<file path="config.mk">
export PLATFORM = sky130hd
export DESIGN_NAME = bresenham_line_stepper_core
export DESIGN_NICKNAME = d
export VERILOG_FILES = /design/src/hw/rtl/bls_pkg.sv /design/src/hw/rtl/bresenham_line_stepper_core.sv
export SDC_FILE = /design/constraint.sdc
export NUM_CORES = 1
export LEC_CHECK = 0
export BUFFER_PORTS_ARGS = -buffer_cell sky130_fd_sc_hd__buf_2
export CORE_AREA = 2 2 183 185
export DETAILED_ROUTE_END_ITERATION = 10
export DIE_AREA = 0 0 185 187
export PLACE_DENSITY = 0.56
export SETUP_SLACK_MARGIN = 0.15
export SLEW_MARGIN = 20
export SYNTH_ARGS = -nofsm -noshare
export SYNTH_HDL_FRONTEND = slang
export SYNTH_SLANG_ARGS = --single-unit
</file>
<file path="constraint.sdc">
create_clock -name clk_i -period 5.48 [get_ports clk_i]
set_clock_uncertainty 0.2 [all_clocks]
set_input_delay 1.096 -clock clk_i [delete_from_list [all_inputs] [get_ports clk_i]]
set_output_delay 1.096 -clock clk_i [all_outputs]
set_load 0.05 [all_outputs]
</file>
<file path="src/hw/rtl/bls_pkg.sv">
// ----------------------------------------------------------------------------
// bls_pkg
// Shared types and per-octant constants for the Bresenham line stepper.
// ----------------------------------------------------------------------------
package bls_pkg;

  // Octant number, counterclockwise from the positive x axis.
  typedef logic [2:0] octant_t;

  // Item opcodes carried on the action field.
  typedef enum logic {
    ACT_LOAD = 1'b0,
    ACT_STEP = 1'b1
  } action_e;

  // Per-octant flags, indexed by octant number.
  // Major axis is x.
  localparam logic [7:0] OCT_XMAJOR = 8'b1001_1001;
  // The x coordinate moves up.
  localparam logic [7:0] OCT_XINC   = 8'b1100_0011;
  // The y coordinate moves up.
  localparam logic [7:0] OCT_YINC   = 8'b0000_1111;
  // The minor step is taken when the error is above zero (else below zero).
  localparam logic [7:0] OCT_GT     = 8'b0100_1011;

endpackage : bls_pkg

</file>
<file path="src/hw/rtl/bresenham_line_stepper_core.sv">
// ----------------------------------------------------------------------------
// bresenham_line_stepper_core
// Integer line rasterizer: a load item sets up a line, each step item moves
// one pixel along it and reports the new point.
// ----------------------------------------------------------------------------
// Results are registered: into the output register, or into the skid entry while the output is held.
// Throughput: one item per cycle while the skid entry is empty; the line state updates in the accept cycle.
// An output register plus one skid entry decouple the two channels.
// Reset clears the line state (no line loaded, point at the origin) and
// empties both result registers.
module bresenham_line_stepper_core
  import bls_pkg::*;
#(
  parameter int unsigned COORD_BITS = 12
) (
  input  logic                  clk_i,
  input  logic                  rst_ni,
  // Input channel.
  input  logic                  in_valid_i,
  output logic                  in_ready_o,
  input  logic                  action_i,
  input  logic [COORD_BITS-1:0] start_x_i,
  input  logic [COORD_BITS-1:0] start_y_i,
  input  logic [COORD_BITS-1:0] end_x_i,
  input  logic [COORD_BITS-1:0] end_y_i,
  // Result channel.
  output logic                  out_valid_o,
  input  logic                  out_ready_i,
  output logic [COORD_BITS-1:0] pos_x_o,
  output logic [COORD_BITS-1:0] pos_y_o,
  output logic                  on_line_o,
  output logic [2:0]            octant_o
);

  localparam int unsigned CW = COORD_BITS;
  localparam int unsigned EW = COORD_BITS + 3;

  typedef struct packed {
    logic [CW-1:0] pos_x;
    logic [CW-1:0] pos_y;
    logic          on_line;
    octant_t       octant;
  } result_t;

  // Line state.
  logic [CW-1:0]        cur_x_q, cur_x_d, cur_y_q, cur_y_d;
  logic [CW-1:0]        stop_x_q, stop_x_d, stop_y_q, stop_y_d;
  logic [CW-1:0]        mag_dx_q, mag_dx_d, mag_dy_q, mag_dy_d;
  logic signed [EW-1:0] error_q, error_d;
  octant_t              octant_q, octant_d;
  logic                 active_q, active_d;

  // Result registers.
  result_t out_q, skid_q, res_d;
  logic    out_valid_q, skid_valid_q;

  logic in_fire, out_fire;

  assign in_ready_o = ~skid_valid_q;
  assign in_fire    = in_valid_i & in_ready_o;
  assign out_fire   = out_valid_q & out_ready_i;

  // Load setup: signed deltas, magnitudes, octant and initial error.
  logic signed [CW:0]   dx, dy;
  logic [CW-1:0]        ax, ay;
  octant_t              ld_oct;
  logic signed [EW-1:0] ld_maj, ld_mnr, ld_err;

  always_comb begin
    dx = $signed({1'b0, end_x_i}) - $signed({1'b0, start_x_i});
    dy = $signed({1'b0, end_y_i}) - $signed({1'b0, start_y_i});
    ax = dx[CW] ? CW'(-dx) : dx[CW-1:0];
    ay = dy[CW] ? CW'(-dy) : dy[CW-1:0];
    if (dx > 0 && dy >= 0) begin
      ld_oct = (ax > ay) ? octant_t'(0) : octant_t'(1);
    end else if (dx <= 0 && dy > 0) begin
      ld_oct = (ax < ay) ? octant_t'(2) : octant_t'(3);
    end else if (dx < 0 && dy <= 0) begin
      ld_oct = (ax >= ay) ? octant_t'(4) : octant_t'(5);
    end else begin
      ld_oct = (ax < ay) ? octant_t'(6) : octant_t'(7);
    end
    ld_maj = OCT_XMAJOR[ld_oct] ? $signed(EW'(ax)) : $signed(EW'(ay));
    ld_mnr = OCT_XMAJOR[ld_oct] ? $signed(EW'(ay)) : $signed(EW'(ax));
    ld_err = (ld_mnr <<< 1) - ld_maj;
    if (!OCT_GT[ld_oct]) begin
      ld_err = -ld_err;
    end
  end

  // Step: end test, error update and pixel moves.
  logic                 st_xm, st_done, st_minor;
  logic signed [EW-1:0] st_maj2, st_mnr2, st_err;
  logic [CW-1:0]        step_x, step_y;

  always_comb begin
    st_xm    = OCT_XMAJOR[octant_q];
    st_done  = st_xm ? (cur_x_q == stop_x_q) : (cur_y_q == stop_y_q);
    st_maj2  = $signed(EW'(st_xm ? mag_dx_q : mag_dy_q)) <<< 1;
    st_mnr2  = $signed(EW'(st_xm ? mag_dy_q : mag_dx_q)) <<< 1;
    if (OCT_GT[octant_q]) begin
      st_minor = error_q > 0;
      st_err   = error_q - (st_minor ? st_maj2 : '0) + st_mnr2;
    end else begin
      st_minor = error_q < 0;
      st_err   = error_q + (st_minor ? st_maj2 : '0) - st_mnr2;
    end
    step_x = OCT_XINC[octant_q] ? cur_x_q + CW'(1) : cur_x_q - CW'(1);
    step_y = OCT_YINC[octant_q] ? cur_y_q + CW'(1) : cur_y_q - CW'(1);
  end

  // Next line state and the result of the item at the input.
  logic res_on;

  always_comb begin
    cur_x_d  = cur_x_q;
    cur_y_d  = cur_y_q;
    stop_x_d = stop_x_q;
    stop_y_d = stop_y_q;
    mag_dx_d = mag_dx_q;
    mag_dy_d = mag_dy_q;
    error_d  = error_q;
    octant_d = octant_q;
    active_d = active_q;
    res_on   = 1'b0;
    case (action_e'(action_i))
      ACT_LOAD: begin
        cur_x_d  = start_x_i;
        cur_y_d  = start_y_i;
        stop_x_d = end_x_i;
        stop_y_d = end_y_i;
        mag_dx_d = ax;
        mag_dy_d = ay;
        if (dx == 0 && dy == 0) begin
          // Zero-length line: nothing to draw.
          octant_d = octant_t'(0);
          error_d  = '0;
          active_d = 1'b0;
        end else begin
          octant_d = ld_oct;
          error_d  = ld_err;
          active_d = 1'b1;
          res_on   = 1'b1;
        end
      end
      ACT_STEP: begin
        if (active_q) begin
          if (st_done) begin
            active_d = 1'b0;
          end else begin
            error_d = st_err;
            res_on  = 1'b1;
            if (st_xm) begin
              cur_x_d = step_x;
              if (st_minor) cur_y_d = step_y;
            end else begin
              cur_y_d = step_y;
              if (st_minor) cur_x_d = step_x;
            end
          end
        end
      end
      default: ;
    endcase
    res_d.pos_x   = cur_x_d;
    res_d.pos_y   = cur_y_d;
    res_d.on_line = res_on;
    res_d.octant  = octant_d;
  end

  // Line state registers.
  always_ff @(posedge clk_i or negedge rst_ni) begin
    if (!rst_ni) begin
      cur_x_q  <= '0;
      cur_y_q  <= '0;
      stop_x_q <= '0;
      stop_y_q <= '0;
      mag_dx_q <= '0;
      mag_dy_q <= '0;
      error_q  <= '0;
      octant_q <= '0;
      active_q <= 1'b0;
    end else if (in_fire) begin
      cur_x_q  <= cur_x_d;
      cur_y_q  <= cur_y_d;
      stop_x_q <= stop_x_d;
      stop_y_q <= stop_y_d;
      mag_dx_q <= mag_dx_d;
      mag_dy_q <= mag_dy_d;
      error_q  <= error_d;
      octant_q <= octant_d;
      active_q <= active_d;
    end
  end

  // Output register with one skid entry behind it.
  always_ff @(posedge clk_i or negedge rst_ni) begin
    if (!rst_ni) begin
      out_valid_q  <= 1'b0;
      skid_valid_q <= 1'b0;
    end else begin
      if (skid_valid_q) begin
        if (out_fire) begin
          skid_valid_q <= 1'b0;
        end
      end else if (in_fire) begin
        if (out_valid_q && !out_ready_i) begin
          skid_valid_q <= 1'b1;
        end else begin
          out_valid_q <= 1'b1;
        end
      end else if (out_fire) begin
        out_valid_q <= 1'b0;
      end
    end
  end

  always_ff @(posedge clk_i) begin
    if (skid_valid_q) begin
      if (out_fire) begin
        out_q <= skid_q;
      end
    end else if (in_fire) begin
      if (out_valid_q && !out_ready_i) begin
        skid_q <= res_d;
      end else begin
        out_q <= res_d;
      end
    end
  end

  assign out_valid_o = out_valid_q;
  assign pos_x_o     = out_q.pos_x;
  assign pos_y_o     = out_q.pos_y;
  assign on_line_o   = out_q.on_line;
  assign octant_o    = out_q.octant;

  // The skid entry only fills behind a held output.
  a_skid_behind_out: assert property (@(posedge clk_i) disable iff (!rst_ni)
    skid_valid_q |-> out_valid_q)
    else $error("skid entry valid with empty output register");

  // With the skid empty, the shown result is the newest one.
  a_out_matches_state: assert property (@(posedge clk_i) disable iff (!rst_ni)
    (out_valid_q && !skid_valid_q) |->
      (out_q.pos_x == cur_x_q && out_q.pos_y == cur_y_q && out_q.octant == octant_q))
    else $error("latest result does not match line state");

  // A step with no active line leaves the point in place.
  a_idle_step_holds: assert property (@(posedge clk_i) disable iff (!rst_ni)
    (in_fire && action_i == ACT_STEP && !active_q) |=>
      ($stable(cur_x_q) && $stable(cur_y_q) && !active_q))
    else $error("idle step moved the point");

  // A zero-length load leaves no active line.
  a_zero_load_idle: assert property (@(posedge clk_i) disable iff (!rst_ni)
    (in_fire && action_i == ACT_LOAD && start_x_i == end_x_i && start_y_i == end_y_i)
      |=> (!active_q && octant_q == octant_t'(0)))
    else $error("zero-length load left a line active");

endmodule : bresenham_line_stepper_core

</file>
# [Word level (Yosys, flattened, before mapping)]
# Memories as Yosys holds them, arrays and structs flattened.
# Index checks and enable logic that the tools add are counted.
# W data, S select, Z words.
[classes] n_addsub=14 magnitude_cmp=13 n_eq_ne=7 n_mux=58 bitwise=4 n_reduce_logical=15
[ops] operator="$mux W12" n=16
[ops] operator="$mux W28" n=4
[ops] operator="$mux W15" n=5
[ops] operator="$logic_not A32 Y1" n=2
[ops] operator="$pmux W12 S2" n=2
[ops] operator="$add A15 B13 Y15" n=2
[ops] operator="$pmux W15 S2" n=1
[ops] operator="$sub A15 B13 Y15" n=2
[ops] operator="$gt A13 B1 Y1 const B" n=2
[ops] operator="$le A13 B1 Y1 const B" n=2
[ops] operator="$mux W13" n=2
[ops] operator="$sub A12 B12 Y13" n=2
[ops] operator="$add A12 B1 Y12 const B" n=2
[ops] operator="$eq A12 B12 Y1" n=2
[ops] operator="$neg A12 Y12" n=2
[ops] operator="$sub A12 B1 Y12 const B" n=2
[ops] operator="$mux W1" n=22
[ops] operator="$gt A15 B1 Y1 const B" n=1
[ops] operator="$lt A15 B1 Y1 const B" n=1
[ops] operator="$neg A14 Y15" n=1
[ops] operator="$sub A13 B12 Y14" n=1
[ops] operator="$ge A13 B1 Y1 const B" n=1
[ops] operator="$lt A13 B1 Y1 const B" n=1
[ops] operator="$ge A12 B12 Y1" n=1
[ops] operator="15 further kinds" n=32
[word_totals] regBits=149 mem_bits_ro=48 word_cells=136 n_memories=6
[memory_table] name="(name not given)" depth=8 width=1 read_ports=1 rd_ports_with_merged_regs=0 write_ports=0 line="bresenham_line_stepper_core.sv:109" source="step_y = OCT_YINC[octant_q] ? cur_y_q + CW'(1) : cur_y_q - CW'(1);"
[memory_table] name="(name not given)" depth=8 width=1 read_ports=1 rd_ports_with_merged_regs=0 write_ports=0 line="bresenham_line_stepper_core.sv:108" source="step_x = OCT_XINC[octant_q] ? cur_x_q + CW'(1) : cur_x_q - CW'(1);"
[memory_table] name="(name not given)" depth=8 width=1 read_ports=1 rd_ports_with_merged_regs=0 write_ports=0 line="bresenham_line_stepper_core.sv:101" source="if (OCT_GT[octant_q]) begin"
[memory_table] name="(name not given)" depth=8 width=1 read_ports=1 rd_ports_with_merged_regs=0 write_ports=0 line="bresenham_line_stepper_core.sv:97" source="st_xm = OCT_XMAJOR[octant_q];"
[memory_table] name="(name not given)" depth=8 width=1 read_ports=1 rd_ports_with_merged_regs=0 write_ports=0 line="bresenham_line_stepper_core.sv:86" source="if (!OCT_GT[ld_oct]) begin"
[memory_table] name="(name not given)" depth=8 width=1 read_ports=1 rd_ports_with_merged_regs=0 write_ports=0 line="bresenham_line_stepper_core.sv:84" source="ld_mnr = OCT_XMAJOR[ld_oct] ? $signed(EW'(ay)) : $signed(EW'(ax));"

# [Longest topological paths before layout]
[depth] depth_word=16 ltp_mapped=39 mapped_depth_nobuf=36

# [Worst setup path after synthesis]
# No wires, ideal clock.
[synth_path] kind="input -> register" start="in end_y_i[0]" end="reg error_q[13]" t_arrival_ns=8.595 required_ns=5.156 setup_slack_ns=-3.439 stages=35 n_path_buf=2 cell_sequence="inv_1 > ha_1 > inv_1 > fa_1 > a21o_1 > a221oi_2 > a21oi_1 > a31oi_1 > o31ai_1 > xor2_1 > ha_1 > a21o_1 > a21o_1 > a21oi_1 > o21bai_1 > a21o_1 > a31o_2 > or2_0 > o311a_1 > ha_1 > buf_2 > clkbuf_1 > mux2i_1 > inv_1 > ha_1 > a211oi_1 > o211ai_1 > a2111oi_0 > a311o_1 > nand4bb_1 > nor4_1 > nand2_1 > nor2_1 > a21oi_1 > o31a_1"
[synth_via] elab_chain_len=16 word_cells_on_any_way=32
[synth_rtl] element="from (decl)" line="bresenham_line_stepper_core.sv:25" source="input logic [COORD_BITS-1:0] end_y_i,"
[synth_rtl] element="$sub A12 B12 Y13 *" line="bresenham_line_stepper_core.sv:71" source="dy = $signed({1'b0, end_y_i}) - $signed({1'b0, start_y_i});"
[synth_rtl] element="$neg A12 Y12" line="bresenham_line_stepper_core.sv:73" source="ay = dy[CW] ? CW'(-dy) : dy[CW-1:0];"
[synth_rtl] element="$mux W12" line="bresenham_line_stepper_core.sv:73"
[synth_rtl] element="$lt A12 B12 Y1 / $ge A12 B12 Y1 (equally long branches)" line="bresenham_line_stepper_core.sv:77, bresenham_line_stepper_core.sv:81, bresenham_line_stepper_core.sv:79"
[synth_rtl] element="$mux W1, on equally long branches" line="bresenham_line_stepper_core.sv:77, bresenham_line_stepper_core.sv:81, bresenham_line_stepper_core.sv:79"
[synth_rtl] element="$mux W2" line="bresenham_line_stepper_core.sv:78" source="end else if (dx < 0 && dy <= 0) begin"
[synth_rtl] element="$mux W3" line="bresenham_line_stepper_core.sv:76" source="end else if (dx <= 0 && dy > 0) begin"
[synth_rtl] element="$mux W3" line="bresenham_line_stepper_core.sv:74" source="if (dx > 0 && dy >= 0) begin"
[synth_rtl] element="$mem_v2 Z8 W1"
[synth_rtl] element="$mux W1 (implied by the code)" line="bresenham_line_stepper_core.sv:84"
[synth_rtl] element="$mux W12, on equally long branches" line="bresenham_line_stepper_core.sv:83, bresenham_line_stepper_core.sv:84"
[synth_rtl] element="$sub A13 B12 Y14" line="bresenham_line_stepper_core.sv:85" source="ld_err = (ld_mnr <<< 1) - ld_maj;"
[synth_rtl] element="$neg A14 Y15" line="bresenham_line_stepper_core.sv:87" source="ld_err = -ld_err;"
[synth_rtl] element="$mux W15" line="bresenham_line_stepper_core.sv:86"
[synth_rtl] element="$mux W15 *" line="bresenham_line_stepper_core.sv:134" source="if (dx == 0 && dy == 0) begin"
[synth_rtl] element="$pmux W15 S2 *" line="bresenham_line_stepper_core.sv:126" source="case (action_e'(action_i))"
[synth_rtl] element="to (signal assigned)" line="bresenham_line_stepper_core.sv:190" source="error_q <= error_d;"
[synth_rtl] element="to (decl)" line="bresenham_line_stepper_core.sv:49" source="logic signed [EW-1:0] error_q, error_d;"
# Mark *: on every way between the ends. The rest lies on a longest branch, timed or not. The select of a mux whose other input is x is not followed.
# A chain may end at the register's enable or synchronous reset.

# [Final worst setup path]
# Ends and elaborated chain as after synthesis.

==> flow_summary.ini <==
[finish]
final_cells = 2269
post-route-util = 0.519
area_delta_synth_final_pct = 32.8
seq_area_sq_um = 4010
multiInputGateArea_sq_um = 8770
drive_gt1_frac = 0.289
nets = 1989
antenna_cells = 0
n_fill_cell = 3088

[drt]
wirelength_um = 37600
met3WireLength_um = 1160
drc = 0
viasPerCell = 5.13
wl_per_cell_um = 16.6
drtAntennaViolNets = 0
wl_met2_um = 18000
drt_iter0_drc = 733
drt-met1-wl_um = 18000
drt_first_pass_iters = 5
top_layer_used = met4
dr_total_vias = 11600

[critical_path]
start_kind = input pin
worstSetupEndpointType = register
required_ps = 5600
crit_fanout = 5
max_stage_delay_ps = 350
critPathKind = input pin to register
path_common_cell = ha_4
cp.arrival_ps = 8080
slowest_stage = fa_2

[sta]
final.setup.tns_ps = -29090
rsz0062_at_grt = yes
finalSetupViolations = 15
hold_violations = 0
slew_violations = 0
tightest_slew_ps = 1010
final.setup.worst_slack_ps = -2480
finalCritPeriodShare = 1.45
period_minus_slack_ps = 7960
max_freq_mhz = 126
slew_headroom = 0.327

[global_routing]
grt_overflow_total = 0
antenna_found_initial = 0
grt_max_degree = 59
grt_use_total = 0.219
grt_pass1_vias = 11300
grt_pass1_wl_um = 59800

[clock_network]
cts.root.buffer_cell = clkbuf_16
clock_path_buffers = 2
cts_sinks = 149
insertion_delay_ps = 430
cts_tree = yes
cts_buffers = 17
clk_pin_slew_ps = 70
htree_levels = 4

[floorplan]
initial_core_util = 0.391
pin_count = 83
core-area_sq_um = 32900
rows = 67
fp.dieH_um = 187
die-width_um = 185
die-area_sq_um = 34600

[yosys]
syn_area_sq_um = 12800
synth_compound_area_frac = 0.202
async_reset_ff_frac = 0.624
synth.distinct_cells = 86
yosys_most_used_dff = dfrtp_1
synth_area_per_cell_sq_um = 8.63
yosys_warnings = 0
synth_top_family_by_area = compound AO/OA/AOI/OAI gates
synth_edf_count = 56
synth.area.mux_share = 0.0562
synth_xor_area_frac = 0.0737
synth_fa_ha_area_frac = 0.143
netlist_instances = 1487
seq_area_frac_synth = 0.312
synth_nets = 1668
synthSimpleGateAreaFrac = 0.158
yosys_register_bits = 149

[place]
place_inst = 2206
dp_worst_setup_slack_ps = -2960
place_congestion = 0.892
io_buffers = 82
post-dp-hpwl_um = 29400

[min_path]
hold_class = register to register

[job]
drv_cap = 0

[outcome]
violations = setup timing
status = complete, but fails checks
==> layout by cell type, fill, tap and decap left out, types with 28 or more instances in the layout <==
cell type,n
buf_4,265
nand2_1,214
inv_1,121
o21ai_0,110
dfrtp_1,92
ha_1,86
nor2_1,85
a21oi_1,79
buf_2,78
edfxtp_1,56
xnor2_1,53
mux2i_1,44
xor2_1,40
a21o_1,37
fa_1,28
==> final timing paths <==
| kind | startpoint | end | slack, ps | depth (start not counted) |
|---|---|---|---|---|
| max | end_y_i[0] | error_q[13] | -2480 | 38 |
| min | active_q | active_q | 290 | 2 |
| min reg2reg | active_q | active_q | 290 | 2 |
| max in group asynchronous | rst_ni | error_q[7] | 3750 | 2 |
| min in group asynchronous | rst_ni | cur_y_q[10] | 400 | 1 |
| max reg2reg | error_q[10] | error_q[13] | 260 | 16 |
==> final cells by class <==
type / instances / share of cell area
inverters: 131 / 0.0303
clock buffers: 18 / 0.0252
repair buffers: 358 / 0.152
clock inverters: 14 / 0.00983
well taps: 448 / 0.0329
multi-input cells: 1151 / 0.515
flip-flops and latches: 149 / 0.235
==> metrics by stage <==
step                instance area [sq um]  hold slack [ps]
floorplan                           13100              240
global placement                    15700              273
detailed placement                  15700              271
CTS                                 16600              292
global route                        17000              317
finish                              17000              288
==> synth_stat cells, drive strengths merged (22+ instances only) <==
cell type / n / area, sq um
nor3: 24 / 120
clkbuf: 50 / 188
o21ai: 127 / 636
a21o: 37 / 278
nor2b: 22 / 138
nand2: 218 / 818
a21oi: 91 / 459
xor2: 48 / 420
nor2: 93 / 354
xnor2: 60 / 526
edfxtp: 56 / 1680
ha: 97 / 1210
fa: 31 / 621
nand3: 22 / 115
mux2: 22 / 251
mux2i: 47 / 470
inv: 131 / 492
dfrtp: 93 / 2330
==> flip-flops by register name, indices dropped and copies added (netlist names), 12 cells and up <==
name	count
error_q	15
cur_x_q	12
stop_x_q	12
mag_dx_q	12
skid_q	28
mag_dy_q	12
stop_y_q	12
pos_x_o	12
pos_y_o	12
cur_y_q	12
==> metal layers <==
layer	vias to the layer above	GRT usage
met3	21	0.0269
met4	0	0.0418
li1	5860	-
met2	190	0.359
met1	5575	0.312
met5	-	0
==> worst max-delay path: cells and delay by family <==
| kind | cells | cell delay [ps] |
|---|---|---|
| compound gates | 12 | 2340 |
| fa+ha+maj | 5 | 1290 |
| buf+inv | 9 | 1000 |
| mux | 1 | 310 |
| xor+xnor | 2 | 440 |
| simple gates | 9 | 1570 |
==> kinds of logic (layout without fill, tap and decap cells) <==
logic type / after synthesis / in the layout
AO/OA/AOI/OAI: 397 / 397
AND/OR/NAND/NOR: 449 / 449
XOR/XNOR: 108 / 108
multiplexers: 69 / 69
adder cells (fa/ha/maj): 128 / 128
flip-flops: 149 / 149
buffers and inverters: 187 / 521
==> repair_timing <==
item / in CTS / in global routing
hold buffers: 0 / 0
setup endpoints to repair: 15 / 17
resized for setup: 40 / 62
setup buffers: 15 / 15
pin swaps: 28 / 38
gates cloned: 1 / 0
Power is left out: the tool's default activity adds up to more than one toggle a clock period on the data nets, which glitch-free logic cannot reach.
